## src/rtl/gpx_pkg.sv

```systemverilog
`timescale 1ns / 1ps
`default_nettype none

package gpx_pkg;

  localparam int unsigned PORT_W          = 8;
  localparam int unsigned PIN_COUNT_DEF   = 8;

  // item modes
  localparam logic [1:0] MODE_READ   = 2'd0;
  localparam logic [1:0] MODE_WRITE  = 2'd1;
  localparam logic [1:0] MODE_SAMPLE = 2'd2;

  // result status codes
  localparam logic [1:0] ST_OK      = 2'd0;
  localparam logic [1:0] ST_RO      = 2'd1;
  localparam logic [1:0] ST_UNKNOWN = 2'd2;

  // register command bytes
  localparam logic [7:0] ADDR_INPUT     = 8'h00;
  localparam logic [7:0] ADDR_OUTPUT    = 8'h01;
  localparam logic [7:0] ADDR_POLARITY  = 8'h02;
  localparam logic [7:0] ADDR_DIRECTION = 8'h03;
  localparam logic [7:0] ADDR_STR_LO    = 8'h40;
  localparam logic [7:0] ADDR_STR_HI    = 8'h41;
  localparam logic [7:0] ADDR_LATCH     = 8'h42;
  localparam logic [7:0] ADDR_PULL_EN   = 8'h43;
  localparam logic [7:0] ADDR_PULL_SEL  = 8'h44;
  localparam logic [7:0] ADDR_IRQ_MASK  = 8'h45;
  localparam logic [7:0] ADDR_IRQ_STAT  = 8'h46;
  localparam logic [7:0] ADDR_OUT_CFG   = 8'h4F;

  typedef struct packed {
    logic [1:0] mode;
    logic [7:0] reg_addr;
    logic [7:0] write_data;
    logic [7:0] pin_levels;
  } gpx_in_t;

  typedef struct packed {
    logic [7:0]  read_data;
    logic [1:0]  status;
    logic [7:0]  drive_value;
    logic [7:0]  drive_enable;
    logic [7:0]  pull_enable_out;
    logic [7:0]  pull_up_out;
    logic [15:0] drive_strength_out;
    logic        open_drain_out;
    logic        irq_active;
  } gpx_out_t;

  typedef struct packed {
    logic [7:0]  out_port;
    logic [7:0]  polarity;
    logic [7:0]  direction;
    logic [15:0] strength;
    logic [7:0]  latch_en;
    logic [7:0]  pull_en;
    logic [7:0]  pull_sel;
    logic [7:0]  irq_mask;
    logic        open_drain;
  } gpx_cfg_t;

  // per-pin view handed to a lane
  typedef struct packed {
    logic pin;
    logic pol;
    logic dir;
    logic latch;
    logic mask;
    logic stat;
    logic inval;
    logic refv;
  } gpx_lane_in_t;

  typedef struct packed {
    logic inval;
    logic stat;
  } gpx_lane_out_t;

endpackage

`default_nettype wire

```

## src/rtl/gpio_expander_register_block.sv

```systemverilog
`timescale 1ns / 1ps
`default_nettype none

// channel | signals                          | payload
// --------+----------------------------------+-----------
// in      | in_valid_i / in_ready_o          | gpx_in_t
// out     | out_valid_o / out_ready_i        | gpx_out_t
//
// One item per clock: the register update and all pin lanes settle in the
// accept cycle and the result is captured in the output register at its end.
// A waiting result stalls input only when out_ready_i is low.
// Reset loads the register defaults and clears input value, status and the
// reference snapshot; no clearing pass.

module gpio_expander_register_block
  import gpx_pkg::*;
#(
  parameter int unsigned PIN_COUNT = PIN_COUNT_DEF
) (
  input  logic     clk_i,
  input  logic     rst_ni,
  input  logic     in_valid_i,
  output logic     in_ready_o,
  input  gpx_in_t  in_item_i,
  output logic     out_valid_o,
  input  logic     out_ready_i,
  output gpx_out_t out_item_o
);

  localparam logic [PORT_W-1:0] PinMask = PORT_W'((1 << PIN_COUNT) - 1);

  logic in_fire;
  logic is_read;
  logic is_write;
  logic is_sample;

  gpx_cfg_t   cfg_q;
  gpx_cfg_t   cfg_d;
  logic [1:0] wr_status;

  logic [PORT_W-1:0] inval_q, inval_d;
  logic [PORT_W-1:0] stat_q,  stat_d;
  logic [PORT_W-1:0] ref_q,   ref_d;
  logic [PORT_W-1:0] lane_inval;
  logic [PORT_W-1:0] lane_stat;

  logic [7:0] rd_data;
  logic [1:0] rd_status;

  logic     out_valid_q;
  gpx_out_t out_q, out_d;

  assign in_ready_o = !out_valid_q || out_ready_i;
  assign in_fire    = in_valid_i && in_ready_o;
  assign is_read    = in_item_i.mode == MODE_READ;
  assign is_write   = in_item_i.mode == MODE_WRITE;
  assign is_sample  = in_item_i.mode == MODE_SAMPLE;

  gpx_regs u_regs (
    .clk_i       (clk_i),
    .rst_ni      (rst_ni),
    .wr_en_i     (in_fire && is_write),
    .addr_i      (in_item_i.reg_addr),
    .data_i      (in_item_i.write_data),
    .cfg_q_o     (cfg_q),
    .cfg_d_o     (cfg_d),
    .wr_status_o (wr_status)
  );

  // one lane per pin; pins past PIN_COUNT stay at zero
  for (genvar p = 0; p < PORT_W; p++) begin : g_lane
    if (p < PIN_COUNT) begin : g_on
      gpx_lane_in_t  lin;
      gpx_lane_out_t lout;
      assign lin.pin   = in_item_i.pin_levels[p];
      assign lin.pol   = cfg_q.polarity[p];
      assign lin.dir   = cfg_q.direction[p];
      assign lin.latch = cfg_q.latch_en[p];
      assign lin.mask  = cfg_q.irq_mask[p];
      assign lin.stat  = stat_q[p];
      assign lin.inval = inval_q[p];
      assign lin.refv  = ref_q[p];
      gpx_pin_lane u_lane (
        .lane_i (lin),
        .lane_o (lout)
      );
      assign lane_inval[p] = lout.inval;
      assign lane_stat[p]  = lout.stat;
    end else begin : g_off
      assign lane_inval[p] = 1'b0;
      assign lane_stat[p]  = 1'b0;
    end
  end

  always_comb begin
    rd_data   = 8'h00;
    rd_status = ST_OK;
    case (in_item_i.reg_addr)
      ADDR_INPUT:     rd_data = inval_q;
      ADDR_OUTPUT:    rd_data = cfg_q.out_port;
      ADDR_POLARITY:  rd_data = cfg_q.polarity;
      ADDR_DIRECTION: rd_data = cfg_q.direction;
      ADDR_STR_LO:    rd_data = cfg_q.strength[7:0];
      ADDR_STR_HI:    rd_data = cfg_q.strength[15:8];
      ADDR_LATCH:     rd_data = cfg_q.latch_en;
      ADDR_PULL_EN:   rd_data = cfg_q.pull_en;
      ADDR_PULL_SEL:  rd_data = cfg_q.pull_sel;
      ADDR_IRQ_MASK:  rd_data = cfg_q.irq_mask;
      ADDR_IRQ_STAT:  rd_data = stat_q;
      ADDR_OUT_CFG:   rd_data = {7'b0, cfg_q.open_drain};
      default:        rd_status = ST_UNKNOWN;
    endcase
  end

  // merge: lane results and input-port read side effects
  always_comb begin
    inval_d = inval_q;
    stat_d  = stat_q;
    ref_d   = ref_q;
    if (in_fire) begin
      if (is_sample) begin
        inval_d = lane_inval;
        stat_d  = lane_stat;
      end else if (is_read && in_item_i.reg_addr == ADDR_INPUT) begin
        ref_d  = inval_q;
        stat_d = '0;
      end
    end
  end

  always_comb begin
    out_d.read_data          = is_read ? rd_data : 8'h00;
    out_d.status             = is_read ? rd_status : (is_write ? wr_status : ST_OK);
    out_d.drive_value        = cfg_d.out_port;
    out_d.drive_enable       = ~cfg_d.direction & PinMask;
    out_d.pull_enable_out    = cfg_d.pull_en;
    out_d.pull_up_out        = cfg_d.pull_sel;
    out_d.drive_strength_out = cfg_d.strength;
    out_d.open_drain_out     = cfg_d.open_drain;
    out_d.irq_active         = |stat_d;
  end

  always_ff @(posedge clk_i or negedge rst_ni) begin
    if (!rst_ni) begin
      inval_q     <= '0;
      stat_q      <= '0;
      ref_q       <= '0;
      out_valid_q <= 1'b0;
    end else begin
      inval_q <= inval_d;
      stat_q  <= stat_d;
      ref_q   <= ref_d;
      if (in_fire) begin
        out_valid_q <= 1'b1;
      end else if (out_ready_i) begin
        out_valid_q <= 1'b0;
      end
    end
  end

  always_ff @(posedge clk_i) begin
    if (in_fire) begin
      out_q <= out_d;
    end
  end

  assign out_valid_o = out_valid_q;
  assign out_item_o  = out_q;

  // input-port read clears every status bit
  a_read_clears: assert property (@(posedge clk_i) disable iff (!rst_ni)
    in_fire && is_read && in_item_i.reg_addr == ADDR_INPUT
    |=> stat_q == '0 && !out_item_o.irq_active)
    else $error("status not cleared by input port read");

  // pins outside the configured count never raise status or input value
  a_pin_range: assert property (@(posedge clk_i) disable iff (!rst_ni)
    (stat_q & ~PinMask) == '0 && (inval_q & ~PinMask) == '0)
    else $error("state set on unused pin");

  // writes to read-only registers are flagged
  a_ro_flag: assert property (@(posedge clk_i) disable iff (!rst_ni)
    in_fire && is_write &&
    (in_item_i.reg_addr == ADDR_INPUT || in_item_i.reg_addr == ADDR_IRQ_STAT)
    |=> out_item_o.status == ST_RO)
    else $error("read-only write not flagged");

  // interrupt line in a result follows the status register
  a_irq_match: assert property (@(posedge clk_i) disable iff (!rst_ni)
    in_fire |=> out_item_o.irq_active == (|stat_q))
    else $error("irq_active does not match status");

endmodule

`default_nettype wire

```

## src/rtl/gpx_pin_lane.sv

```systemverilog
`timescale 1ns / 1ps
`default_nettype none

module gpx_pin_lane
  import gpx_pkg::*;
(
  input  gpx_lane_in_t  lane_i,
  output gpx_lane_out_t lane_o
);

  logic level;
  logic hold;
  logic change;

  always_comb begin
    level  = lane_i.pin ^ (lane_i.pol & lane_i.dir);
    // latched input with a pending event keeps its captured value
    hold   = lane_i.stat & lane_i.latch & lane_i.dir;
    change = (level ^ lane_i.refv) & lane_i.dir & ~lane_i.mask;
    lane_o.inval = hold ? lane_i.inval : level;
    lane_o.stat  = (lane_i.stat & lane_i.latch) | change;
  end

endmodule

`default_nettype wire

```

## src/rtl/gpx_regs.sv

```systemverilog
`timescale 1ns / 1ps
`default_nettype none

module gpx_regs
  import gpx_pkg::*;
(
  input  logic       clk_i,
  input  logic       rst_ni,
  input  logic       wr_en_i,
  input  logic [7:0] addr_i,
  input  logic [7:0] data_i,
  output gpx_cfg_t   cfg_q_o,
  output gpx_cfg_t   cfg_d_o,
  output logic [1:0] wr_status_o
);

  gpx_cfg_t cfg_q;
  gpx_cfg_t cfg_d;
  logic [1:0] wr_status;

  always_comb begin
    cfg_d     = cfg_q;
    wr_status = ST_OK;
    case (addr_i)
      ADDR_INPUT, ADDR_IRQ_STAT: wr_status = ST_RO;
      ADDR_OUTPUT:    cfg_d.out_port       = data_i;
      ADDR_POLARITY:  cfg_d.polarity       = data_i;
      ADDR_DIRECTION: cfg_d.direction      = data_i;
      ADDR_STR_LO:    cfg_d.strength[7:0]  = data_i;
      ADDR_STR_HI:    cfg_d.strength[15:8] = data_i;
      ADDR_LATCH:     cfg_d.latch_en       = data_i;
      ADDR_PULL_EN:   cfg_d.pull_en        = data_i;
      ADDR_PULL_SEL:  cfg_d.pull_sel       = data_i;
      ADDR_IRQ_MASK:  cfg_d.irq_mask       = data_i;
      ADDR_OUT_CFG:   cfg_d.open_drain     = data_i[0];
      default:        wr_status = ST_UNKNOWN;
    endcase
    if (!wr_en_i) begin
      cfg_d = cfg_q;
    end
  end

  always_ff @(posedge clk_i or negedge rst_ni) begin
    if (!rst_ni) begin
      cfg_q.out_port   <= 8'hFF;
      cfg_q.polarity   <= 8'h00;
      cfg_q.direction  <= 8'hFF;
      cfg_q.strength   <= 16'hFFFF;
      cfg_q.latch_en   <= 8'h00;
      cfg_q.pull_en    <= 8'h00;
      cfg_q.pull_sel   <= 8'hFF;
      cfg_q.irq_mask   <= 8'hFF;
      cfg_q.open_drain <= 1'b0;
    end else begin
      cfg_q <= cfg_d;
    end
  end

  assign cfg_q_o     = cfg_q;
  assign cfg_d_o     = cfg_d;
  assign wr_status_o = wr_status;

endmodule

`default_nettype wire
```

## config.mk

```make
export PLATFORM = sky130hd
export DESIGN_NAME = gpio_expander_register_block
export DESIGN_NICKNAME = d
export VERILOG_FILES = /design/src/rtl/gpx_pkg.sv /design/src/rtl/gpio_expander_register_block.sv /design/src/rtl/gpx_pin_lane.sv /design/src/rtl/gpx_regs.sv
export SDC_FILE = /design/constraint.sdc
export NUM_CORES = 1
export LEC_CHECK = 0
export ABC_CLOCK_PERIOD_IN_PS = 3300
export BUFFER_PORTS_ARGS = -buffer_cell sky130_fd_sc_hd__buf_4
export CAP_MARGIN = 30
export CORE_MARGIN = 5
export CORE_UTILIZATION = 41
export CTS_BUF_LIST = sky130_fd_sc_hd__clkbuf_8
export DETAILED_ROUTE_END_ITERATION = 7
export PLACE_DENSITY = 0.68
export SKIP_CTS_REPAIR_TIMING = 1
export SLEW_MARGIN = 10
export SYNTH_ARGS = -nofsm -noshare
export SYNTH_HDL_FRONTEND = slang
export SYNTH_SLANG_ARGS = --single-unit
export TNS_END_PERCENT = 100
```

## constraint.sdc

```tcl
create_clock -name clk_i -period 3.3 [get_ports clk_i]
set_input_delay 0.33 -clock clk_i [delete_from_list [all_inputs] [get_ports clk_i]]
set_output_delay 0.33 -clock clk_i [all_outputs]
set_load 0.1 [all_outputs]
```

# Word-level counts from Yosys, hierarchy flattened

Cells that the tools add are included.

Logic and storage cells: 169
Bits in registers: 158
Input port bits: 30

Equal/unequal tests: 13
Mux-type cells: 21
Reduce and logical (&&, ||, !) cells: 24
Bitwise operators: 82

Operators by type and width:

| cell                                                 | number |
|---|---|
| 2-to-1 mux 8 bit                                     | 12 |
| one-hot mux 8 bit (12 select lines)                  | 1 |
| 2-to-1 mux 73 bit                                    | 1 |
| equality test 8 x 7 -> 1 bit (second input constant) | 8 |
| AND 1 bit                                            | 40 |
| AND reduction 3 bit                                  | 9 |
| inverter 1 bit                                       | 17 |
| equality test 8 x 2 -> 1 bit (second input constant) | 2 |
| XOR 1 bit                                            | 16 |
| OR reduction 12 bit                                  | 1 |
| OR reduction 10 bit                                  | 1 |
| equality test 8 x 1 -> 1 bit (second input constant) | 1 |
| logical NOT 8 bit                                    | 1 |
| inverter 8 bit                                       | 1 |
| bitwise OR 1 bit                                     | 8 |
| OR reduction 8 bit                                   | 1 |
| 2-to-1 mux 2 bit                                     | 3 |
| AND reduction 2 bit                                  | 3 |
| one-hot mux 2 bit (2 select lines)                   | 1 |
| logical AND 1 bit                                    | 3 |
| 2-to-1 mux 1 bit                                     | 3 |
| equality test 2 x 1 -> 1 bit (second input constant) | 1 |
| equality test 2 bit (second input constant)          | 1 |
| logical NOT 2 bit                                    | 1 |
| 4 further kinds                                      | 4 |

# Depth between registers and ports, before layout

Gate-level depths: netlist of run 1.

Word-level depth: 9
Gate-level depth with buffers: 8

# By module

From an unflattened synthesis of run 1, not the netlist that was laid out.

Cells, all modules: 554
Area, all modules: 7,199.4 um^2

By module, submodules not included:

| module                       | times used | area each (um^2) | cells each | sequential area each (um^2) |
|---|---|---|---|---|
| gpio_expander_register_block | 1          | 3,786.1          | 298        | 2,427.3 |
| gpx_regs                     | 1          | 2,932.8          | 176        | 1,886.8 |
| gpx_pin_lane                 | 8          | 60.1             | 10         | 0.0 |

# Least setup slack after synthesis of run 1

OpenSTA, ideal clock, no wires.

Path kind: flip-flop to flip-flop
Start: register out_valid_q (netlist: out_valid_o)
End: register out_q, in the netlist out_item_o[0], enable pin
Library setup time: 0.478 ns
Period minus slack after synthesis: 4.053 ns
Required time: 2.822 ns
Data arrival time: 3.575 ns
Path slack: -0.753 ns
Cell stages (with the launch flop): 3
Path through: dfrtp_1 nor2b_1 nor2_1

Cells in the longest elaborated chain, start to end: 3

Ends and longest elaborated chain:

| what                     | line                                | text |
|---|---|---|
| start: declaration       | gpio_expander_register_block.sv:50  | `logic out_valid_q;` |
| start signal: assignment | gpio_expander_register_block.sv:148 | `out_valid_q <= 1'b0;` |
| start signal: assignment | gpio_expander_register_block.sv:154 | `out_valid_q <= 1'b1;` |
| start signal: assignment | gpio_expander_register_block.sv:156 | `out_valid_q <= 1'b0;` |
| logical NOT 1 bit        | gpio_expander_register_block.sv:53  | `assign in_ready_o = !out_valid_q \|\| out_ready_i;` |
| logical OR 1 bit         | gpio_expander_register_block.sv:53  |  |
| logical AND 1 bit        | gpio_expander_register_block.sv:54  | `assign in_fire = in_valid_i && in_ready_o;` |
| net in_fire              | gpio_expander_register_block.sv:32  | `logic in_fire;` |
| end signal: assignment   | gpio_expander_register_block.sv:163 | `out_q <= out_d;` |
| end: declaration         | gpio_expander_register_block.sv:51  | `gpx_out_t out_q, out_d;` |

The timed path passes the listed nets, and every way through them passes these cells.
A chain may end at the register's enable or synchronous reset.

==> results.toml, run 1 <==
[run_status]
status = "finished clean"

[grt]
gr-total-overflow = 0
grt_antenna_before_repair = 0
grtUsageTotal_pct = 20.4
grt_pass1_wl_um = 31200
grt_max_degree = 51
grt_pass1_vias = 5471

[synth]
seq_area_frac_synth_pct = 59.8
syn-num-nets = 580
synthDistinctLibCells = 64
ys_async_sr_fraction_pct = 62.0
syn_inst = 550
synth_area_per_cell_um2 = 13.1
synthFlopType = "edfxtp_1"
synth-edff-count = 60
syn_area_um2 = 7210
ys_ff_latch = 158
yosysWarningCount = 0

[die]
boundaryPins = 92
dieArea_um2 = 20300
row_count = 48
fp.dieW_um = 143
fp.coreArea_um2 = 17300
start_util_pct = 41.7
die_h_um = 143

[cts]
clock-sinks = 158
cts_tree = "yes"
cts_max_path_buffers = 2
clk_pin_slew_ps = 90
clockRootBuffer = "clkbuf_8"
insertion_delay_ps = 470
cts_buffers = 17
htreeDepth = 4

[timing]
relSlewSlack_pct = 43.6
clock_skew_ps = 10.5
max_freq_mhz = 380
hold_violations = 0
fin_setup_tns_ps = 0
setup_viol = 0
rsz0062_at_grt = "no"
max_slew.worst_pin.slew_ps = 844
finalCritPeriodShare_pct = 79.8
maxSlewViolCount = 0
finalCriticalPeriod_ps = 2630

[setup_path]
crit_required_ps = 3510
startpoint_type = "flip-flop"
critPathSlowestCell = "or3_1"
cp-startpoint = "out_valid_o"
crit_family = "simple AND/OR/NAND/NOR gates"
crit_fanout = 19
crit_type = "flip-flop to flip-flop"
end_kind = "flip-flop"
r2r-start = "out_valid_o"
critical_path_buf_inv_count = 1
crit_arrival_ps = 2850
crit_chain = "nor2b_1 -> buf_4 -> or3_1 -> o21ai_0 -> o2111ai_1 -> or4_1"
max_stage_delay_ps = 650

[route]
vias = 5185
viasPerCell = 5.77
wl_per_cell_um = 22.6
ant_nets = 0
dr.pass1.iters = 5
finalWirelength_um = 20300
drt-initial-drc-count = 479
drc = 0

[power]
power.density_nw_per_um2 = 476
leakage_nw = 3.54
ir_worst_vdd_v = 0.000260

[cells_and_area]
final_nets = 690
num-fill-cells = 1530
drive_gt1_share_pct = 44.1
seq_area_um2 = 4310
fin_area_um2 = 8680
multiInputGateArea_um2 = 2750
syn_to_final_growth_pct = 20.4
diodes = 0

[placed_design]
portBuffers = 91
gp_congestion = 0.891
place_area_um2 = 8280
dpl.hpwl_um = 14500

[min_path]
hold_class = "primary input to flip-flop"
hold_start = "in_valid_i"

[run]
maxCapViolCount = 0
tightest hold or removal path, delay by kind of cell:
kind                   cells  cell delay (ps)
buffers and inverters      2              190
and+or+nand+nor            1               80
cell usage in the layout, fill, tap and decap left out, types with 4 or more instances in the layout:
cell	n
nand2b_1	5
o22ai_1	13
nor3_1	6
nor3_2	6
edfxtp_1	60
a31oi_1	8
buf_4	110
mux2i_1	15
a21o_1	10
nor2b_1	8
inv_6	6
nand2_1	28
xnor2_1	6
dfrtp_1	50
xnor3_1	4
or3_1	6
o21ai_0	14
nand3_1	21
mux2_2	82
a22oi_1	12
dfstp_2	48
clkbuf_8	18
inv_1	16
a21oi_1	34
nor2_1	20
layout make-up:
cell class / count / area share [%]
Multi-Input combinational cell: 352 / 31.6
Inverter: 18 / 0.821
Clock buffer: 18 / 2.85
Timing Repair Buffer: 113 / 10.1
Clock inverter: 14 / 1.69
Sequential cell: 158 / 49.7
Tap cell: 225 / 3.24
power by group:
group | switching [mW] | leakage [nW] | total, mW | internal (mW)
combinational | 0.407 | 1.60 | 0.537 | 0.130
sequential | 0.0483 | 1.74 | 2.16 | 2.11
clock | 0.791 | 0.195 | 1.43 | 0.643
total | 1.25 | 3.54 | 4.13 | 2.88
stage by stage:
step	hold WS [ps]	total power, mW	utilization (%)	setup WS [ps]	cells
5_1_grt	162	4.29	50.2	577	898
2_1_floorplan	34.4	2.55	-	57.6	550
6_report	166	4.13	50.2	666	898
3_3_place_gp	414	2.72	47.9	800	865
4_1_cts	-106	4.16	50.1	686	897
3_5_place_dp	412	2.73	47.9	684	865
per-layer routing:
| layer | routed length (um) | track usage, % | vias up |
|---|---|---|---|
| met1 | 8320 | 26.0 | 2642 |
| met3 | 1200 | 4.49 | 39 |
| met5 | 0 | 0 | - |
| li1 | - | - | 2292 |
| met2 | 10200 | 34.4 | 212 |
| met4 | 584 | 7.00 | 0 |
registers in the layout (all words and copies together), names as in the netlist:
signal and count:
inval_q 8, out_item_o 60, stat_q 8, u_regs.cfg_q_o 73, out_valid_o 1, ref_q 8
kinds of logic after synthesis:
logic type	Yosys count	share of synthesized area [%]
DFF	158	59.8
and+or+nand+nor	123	9.73
AOI/OAI and AO/OA	120	10.9
muxes	98	15.2
buffers and inverters	40	2.19
xor gates and xnor gates	11	2.10
cell usage after synthesis (2+ instances only):
master,n,area [um^2]
o2bb2ai_1,2,17.5
or3_1,6,37.5
nor3_1,6,30.0
edfxtp_1,60,1800
buf_1,5,18.8
nand2_1,28,105
a22oi_1,12,90.1
inv_1,17,63.8
or4b_2,2,20.0
nand2b_1,5,31.3
xnor2_1,6,52.6
a22o_1,3,26.3
a31o_2,2,17.5
xnor3_1,4,90.1
nor2b_1,8,50.1
or4_1,2,15.0
dfrtp_1,50,1250
clkbuf_1,13,48.8
nand3_1,21,105
a21o_1,10,75.1
nor2_2,3,18.8
o31ai_1,3,22.5
nor3_2,6,60.1
nor3b_1,2,15.0
mux2_2,82,923
a21oi_1,34,170
nand4b_1,3,26.3
nor2_1,21,78.8
a2111oi_0,2,17.5
a211oi_1,2,15.0
a32oi_1,2,17.5
mux2i_1,15,150
dfstp_2,48,1260
a31oi_1,8,50.1
buf_2,3,15.0
o21ai_0,14,70.1
o22ai_1,13,81.3
path summary, 6_finish.rpt:
| kind | slack (ps) | cells past startpoint | end |
|---|---|---|---|
| max in group asynchronous | 2010 | 3 | u_regs.cfg_q_o[72] |
| min reg2reg | 530 | 1 | ref_q[7] |
| max reg2reg | 670 | 6 | out_item_o[0] |
| min | 170 | 3 | out_valid_o |
| max | 670 | 6 | out_item_o[0] |
| min in group asynchronous | 410 | 2 | u_regs.cfg_q_o[22] |
Power figures use the tool's default switching activity.
==> inputs of run 2 (changes only) <==
Settings changed: ABC_AREA set to 1, ABC_CLOCK_PERIOD_IN_PS 3300 to 2200.
Clock period 3.3 ns to 2.2 ns, I/O delays scaled along.
==> run 2 against run 1 <==
Effect of this change: clock skew increased by 6.7 ps; critical path depth grew 1; power grew 54%; clock-buffer cell count shrank 1; hold slack worse by 90 ps; register-to-register slack got worse by 350 ps; synthesized cell count increased by 36%; final cell count grew 24%; sequential share of layout area grew 0.82 points; design area shrank 1.5%; via count grew 6.4%; highest routed layer unchanged.
==> results.toml, run 2 <==
[synth]
synth_fa_ha_area_share_pct = 0
synth.area.top_cells = "edfxtp_1 26%, dfstp_2 18%, dfrtp_1 18%, nand2_1 15%, o21ai_0 5.8%"
synth-edff-count = 60
synth_area_per_cell_um2 = 9.23
yosys.area.top_type = "edfxtp_1"
syn_inst = 748
yosys.area_share.simple_pct = 23.4
syn-num-nets = 778
ys_ff_latch = 158
syn_area_um2 = 6900
yosys-top-cells-count = "280 x nand2_1, 80 x o21ai_0, 73 x inv_1, 60 x edfxtp_1, 50 x dfrtp_1"
seq_area_frac_synth_pct = 62.5
netlist.area_leader.share_pct = 26.1
synth_xor_xnor_area_share_pct = 0
synth_top_family_by_area = "simple AND/OR/NAND/NOR gates"
synthFlopType = "edfxtp_1"
synthMuxAreaShare_pct = 1.45
yosysWarningCount = 0
synth_compound_area_share_pct = 7.68
synth.most_common_cell = "nand2_1"
synthDistinctLibCells = 28
ys_async_sr_fraction_pct = 62.0

[placed_design]
dpl.hpwl_um = 13200
gp_congestion = 0.927
portBuffers = 91
dp_slack_ps = 301

[die]
dieArea_um2 = 19500
start_util_pct = 41.8
die_h_um = 140
fp.coreArea_um2 = 16500
boundaryPins = 92
fp.dieW_um = 140
row_count = 47

[route]
viasPerCell = 4.96
ant_nets = 0
wl_per_cell_um = 16.8
finalWirelength_um = 18700
drt-initial-drc-count = 506
dr.pass1.iters = 5
drc = 0
vias = 5515

[setup_path]
crit_family = "simple AND/OR/NAND/NOR gates"
crit_fanout = 12
critPathSlowestCell = "dfrtp_4"
critical_path_buf_inv_count = 1
r2r-start = "out_valid_o"
end_kind = "flip-flop"
startpoint_type = "flip-flop"
crit_required_ps = 2400
crit_arrival_ps = 2080
max_stage_delay_ps = 520
crit_type = "flip-flop to flip-flop"
cp-startpoint = "out_valid_o"
crit_chain = "nand2_8 -> nand2_8 -> nor3_4 -> nand2_1 -> buf_4 -> nand2_1 -> o21ai_0"

[timing]
max_slew.worst_pin.slew_ps = 682
holdWs_ps = 76.0
finalCritPeriodShare_pct = 85.6
hold_violations = 0
clock_skew_ps = 17.2
fin_ws_ps = 316
rsz0062_at_grt = "no"
finalCriticalPeriod_ps = 1880
setup_viol = 0
maxSlewViolCount = 0
relSlewSlack_pct = 54.5
max_freq_mhz = 531

[cts]
cts_buffers = 17
clock-sinks = 158
cts_max_path_buffers = 2
htreeDepth = 4
clockRootBuffer = "clkbuf_8"
clk_pin_slew_ps = 100
cts_tree = "yes"
insertion_delay_ps = 480

[cells_and_area]
layout_common_cells = "277 x nand2_1, 113 x buf_4, 80 x o21ai_0"
final_nets = 910
final_common_cell = "nand2_1"
syn_to_final_growth_pct = 23.8
diodes = 0
largest_register_ffs = 73
drive_gt1_share_pct = 25.1

[min_path]
hold_start = "out_ready_i"
hold_class = "primary input to flip-flop"

[grt]
grtUsageTotal_pct = 19.5
grt_antenna_before_repair = 0
grt_max_degree = 61
grt_pass1_wl_um = 29100
gr-total-overflow = 0
grt_pass1_vias = 5235

[run]
maxCapViolCount = 0

[power]
power.density_nw_per_um2 = 746
ir_worst_vdd_v = 0.000438
leakage_nw = 4.00

[run_status]
status = "finished clean"
[run 2: cell types whose count changed after synthesis, sizes merged, moves of 19 or more]
cell	before	now
inv	17	73
o21ai	14	88
nor2	24	53
mux2	82	8
a21oi	34	15
nand2	29	284
[run 2: cell families (layout without fill, tap and decap cells)]
kind of cell / Yosys count / after routing
mux: 9 / 9
simple gates: 390 / 390
buf+inv: 86 / 231
flops: 158 / 158
compound gates: 105 / 105
[run 2: worst reg2reg max path, cell delays in order (launching register included)]
cell and delay (ps):
dfrtp_4 520, nand2_8 90, nand2_8 60, nor3_4 330, nand2_1 230, buf_4 230
nand2_1 70, o21ai_0 100
[run 2: area by class of cell]
| type | instances | area, um^2 |
|---|---|---|
| clock inverter | 15 | 165 |
| sequential | 158 | 4320 |
| timing repair buffer | 125 | 988 |
| fill | 1513 | 7980 |
| inverter | 74 | 282 |
| tap | 220 | 275 |
| clock buffer | 17 | 234 |
| multi-input combinational | 504 | 2290 |
[run 2: final timing paths]
check	cells after the start	end	slack, ps
min reg2reg	2	u_regs.cfg_q_o[3]	500
min	4	out_valid_o	80
max reg2reg	7	out_item_o[12]	320
max in group asynchronous	3	u_regs.cfg_q_o[52]	1140
min in group asynchronous	2	out_valid_o	330
max	7	out_item_o[12]	320
[run 2: stage by stage]
step	instances	area, um^2	utilization [%]	power (mW)	setup TNS (ps)
after floorplan	748	6960	-	4.01	-10050
after global placement	1071	8050	48.7	4.27	0
after detailed placement	1071	8050	48.7	4.27	0
after CTS	1103	8450	51.1	6.42	0
after global routing	1113	8550	51.7	6.63	0
final	1113	8550	51.7	6.38	0
[run 2: routing by layer]
layer / track usage (%) / routed length, um / vias up
met5: 0 / 0 / -
met1: 27.1 / 8330 / 2588
met4: 5.92 / 321 / 0
met2: 30.0 / 8570 / 209
li1: - / - / 2694
met3: 5.21 / 1430 / 24
[run 2: report_power, final]
part	switching (mW)	internal, mW
clock network	1.30	0.861
logic	0.715	0.212
registers	0.0833	3.22
==> inputs of run 3 (changes only) <==
Settings changed: CORE_ASPECT_RATIO set to 1.2.
==> run 3 against run 2 <==
Effect of this change: clock-buffer cell count unchanged; sequential cell count is the same; via count shrank 2.1%; largest power group unchanged; first-iteration DRC count decreased by 8.3%; sequential power about the same; critical path type unchanged.
==> results.toml, run 3 (synthesis results as in run 2) <==
[cts]
clockRootBuffer = "clkbuf_8"
insertion_delay_ps = 470
htreeDepth = 4
clock-sinks = 158
cts_max_path_buffers = 2
cts_buffers = 17
clk_pin_slew_ps = 90
cts_tree = "yes"

[route]
ant_nets = 0
dr.pass1.iters = 5
wl_per_cell_um = 16.0
viasPerCell = 4.90
drt-initial-drc-count = 464
vias = 5400
finalWirelength_um = 17600
drc = 0

[timing]
relSlewSlack_pct = 64.3
hold_violations = 0
holdWs_ps = 4.60
max_freq_mhz = 517
finalCritPeriodShare_pct = 87.9
finalCriticalPeriod_ps = 1930
clock_skew_ps = 14.5
fin_setup_tns_ps = 0
max_slew.worst_pin.slew_ps = 535
rsz0062_at_grt = "no"
setup_viol = 0
maxSlewViolCount = 0

[placed_design]
gp_congestion = 0.923
dpl.hpwl_um = 12700
portBuffers = 91
dpl.cell_count = 1063

[setup_path]
crit_type = "flip-flop to flip-flop"
startpoint_type = "flip-flop"
crit_required_ps = 2480
end_kind = "flip-flop"
crit_fanout = 16
crit_arrival_ps = 2210

[power]
leakage_nw = 3.96
power.density_nw_per_um2 = 740
ir_worst_vdd_v = 0.000350
p_total_mw = 6.26

[cells_and_area]
largest_register_ffs = 73
final_cells = 1102
diodes = 0
final_nets = 903
num-fill-cells = 1548
final_common_cell = "nand2_1"
syn_to_final_growth_pct = 22.4
drive_gt1_share_pct = 24.4
layout_common_cells = "277 x nand2_1, 109 x buf_4, 80 x o21ai_0"

[grt]
gr-total-overflow = 0
grtUsageTotal_pct = 18.8
grt_max_degree = 61
grt_antenna_before_repair = 0
grt_pass1_wl_um = 28200
grt_pass1_vias = 5288

[die]
start_util_pct = 41.3
die_h_um = 152
fp.coreArea_um2 = 16700
dieArea_um2 = 19500
boundaryPins = 92
fp.dieW_um = 128
row_count = 52

[min_path]
hold_class = "primary input to flip-flop"

[run_status]
status = "finished clean"

[run]
maxCapViolCount = 0
==> run 3: cell types whose count changed in the layout (fill, tap and decap cells not counted), sizes merged <==
cell / previous run / this run
dlygate4sd3: 10 / 7
clkinvlp: 2 / 5
bufinv: 0 / 2
buf: 115 / 111
inv: 81 / 76
==> run 3: worst paths after layout <==
| check | start | to | slack, ps | cells past startpoint |
|---|---|---|---|---|
| worst max-delay path | out_valid_o | out_item_o[19] | 270 | 5 |
| worst min-delay path | in_item_i[15] | u_regs.cfg_q_o[56] | 5 | 3 |
| worst max register to register | out_valid_o | out_item_o[19] | 270 | 5 |
| worst min register to register | u_regs.cfg_q_o[2] | u_regs.cfg_q_o[2] | 500 | 2 |
| max in group asynchronous | rst_ni | u_regs.cfg_q_o[68] | 1170 | 3 |
| min in group asynchronous | rst_ni | u_regs.cfg_q_o[59] | 280 | 2 |
==> run 3: stage by stage <==
stage / setup WS (ps) / utilization (%) / instance area, um^2
after CTS: 251 / 50.1 / 8380
after floorplan: -656 / - / 6960
final: 267 / 50.6 / 8450
after global routing: 64.8 / 50.6 / 8450
after global placement: 305 / 47.9 / 8020
after detailed placement: 271 / 47.9 / 8020
==> run 3: critical path, stage by stage (launching register included) <==
cell and delay (ps):
dfrtp_4 510, nand2_8 90, nand2_8 70, nor3_4 340, nand2_1 370, o21ai_0 360
==> run 3: layout make-up <==
cell class / count / area [um^2] / area share [%]
clock inverter: 15 / 134 / 1.58
clock buffer: 17 / 234 / 2.77
inverter: 74 / 282 / 3.33
timing repair buffer: 118 / 928 / 11.0
multi-input combinational: 504 / 2290 / 27.1
tap: 216 / 270 / 3.20
sequential: 158 / 4320 / 51.1
==> run 3: power by group <==
part / internal, mW / switching (mW) / total [mW]
Combinational: 0.208 / 0.710 / 0.918
Clock: 0.980 / 1.06 / 2.04
Sequential: 3.22 / 0.0866 / 3.30
Total: 4.40 / 1.85 / 6.26
==> run 3: routing by layer <==
| layer | GRT usage, % | up-vias | part of all wire, % |
|---|---|---|---|
| li1 | - | 2667 | - |
| met1 | 24.3 | 2500 | 42 |
| met2 | 28.8 | 180 | 48 |
| met3 | 4.91 | 53 | 5.8 |
| met4 | 9.91 | 0 | 4.8 |
| met5 | 0 | - | 0 |
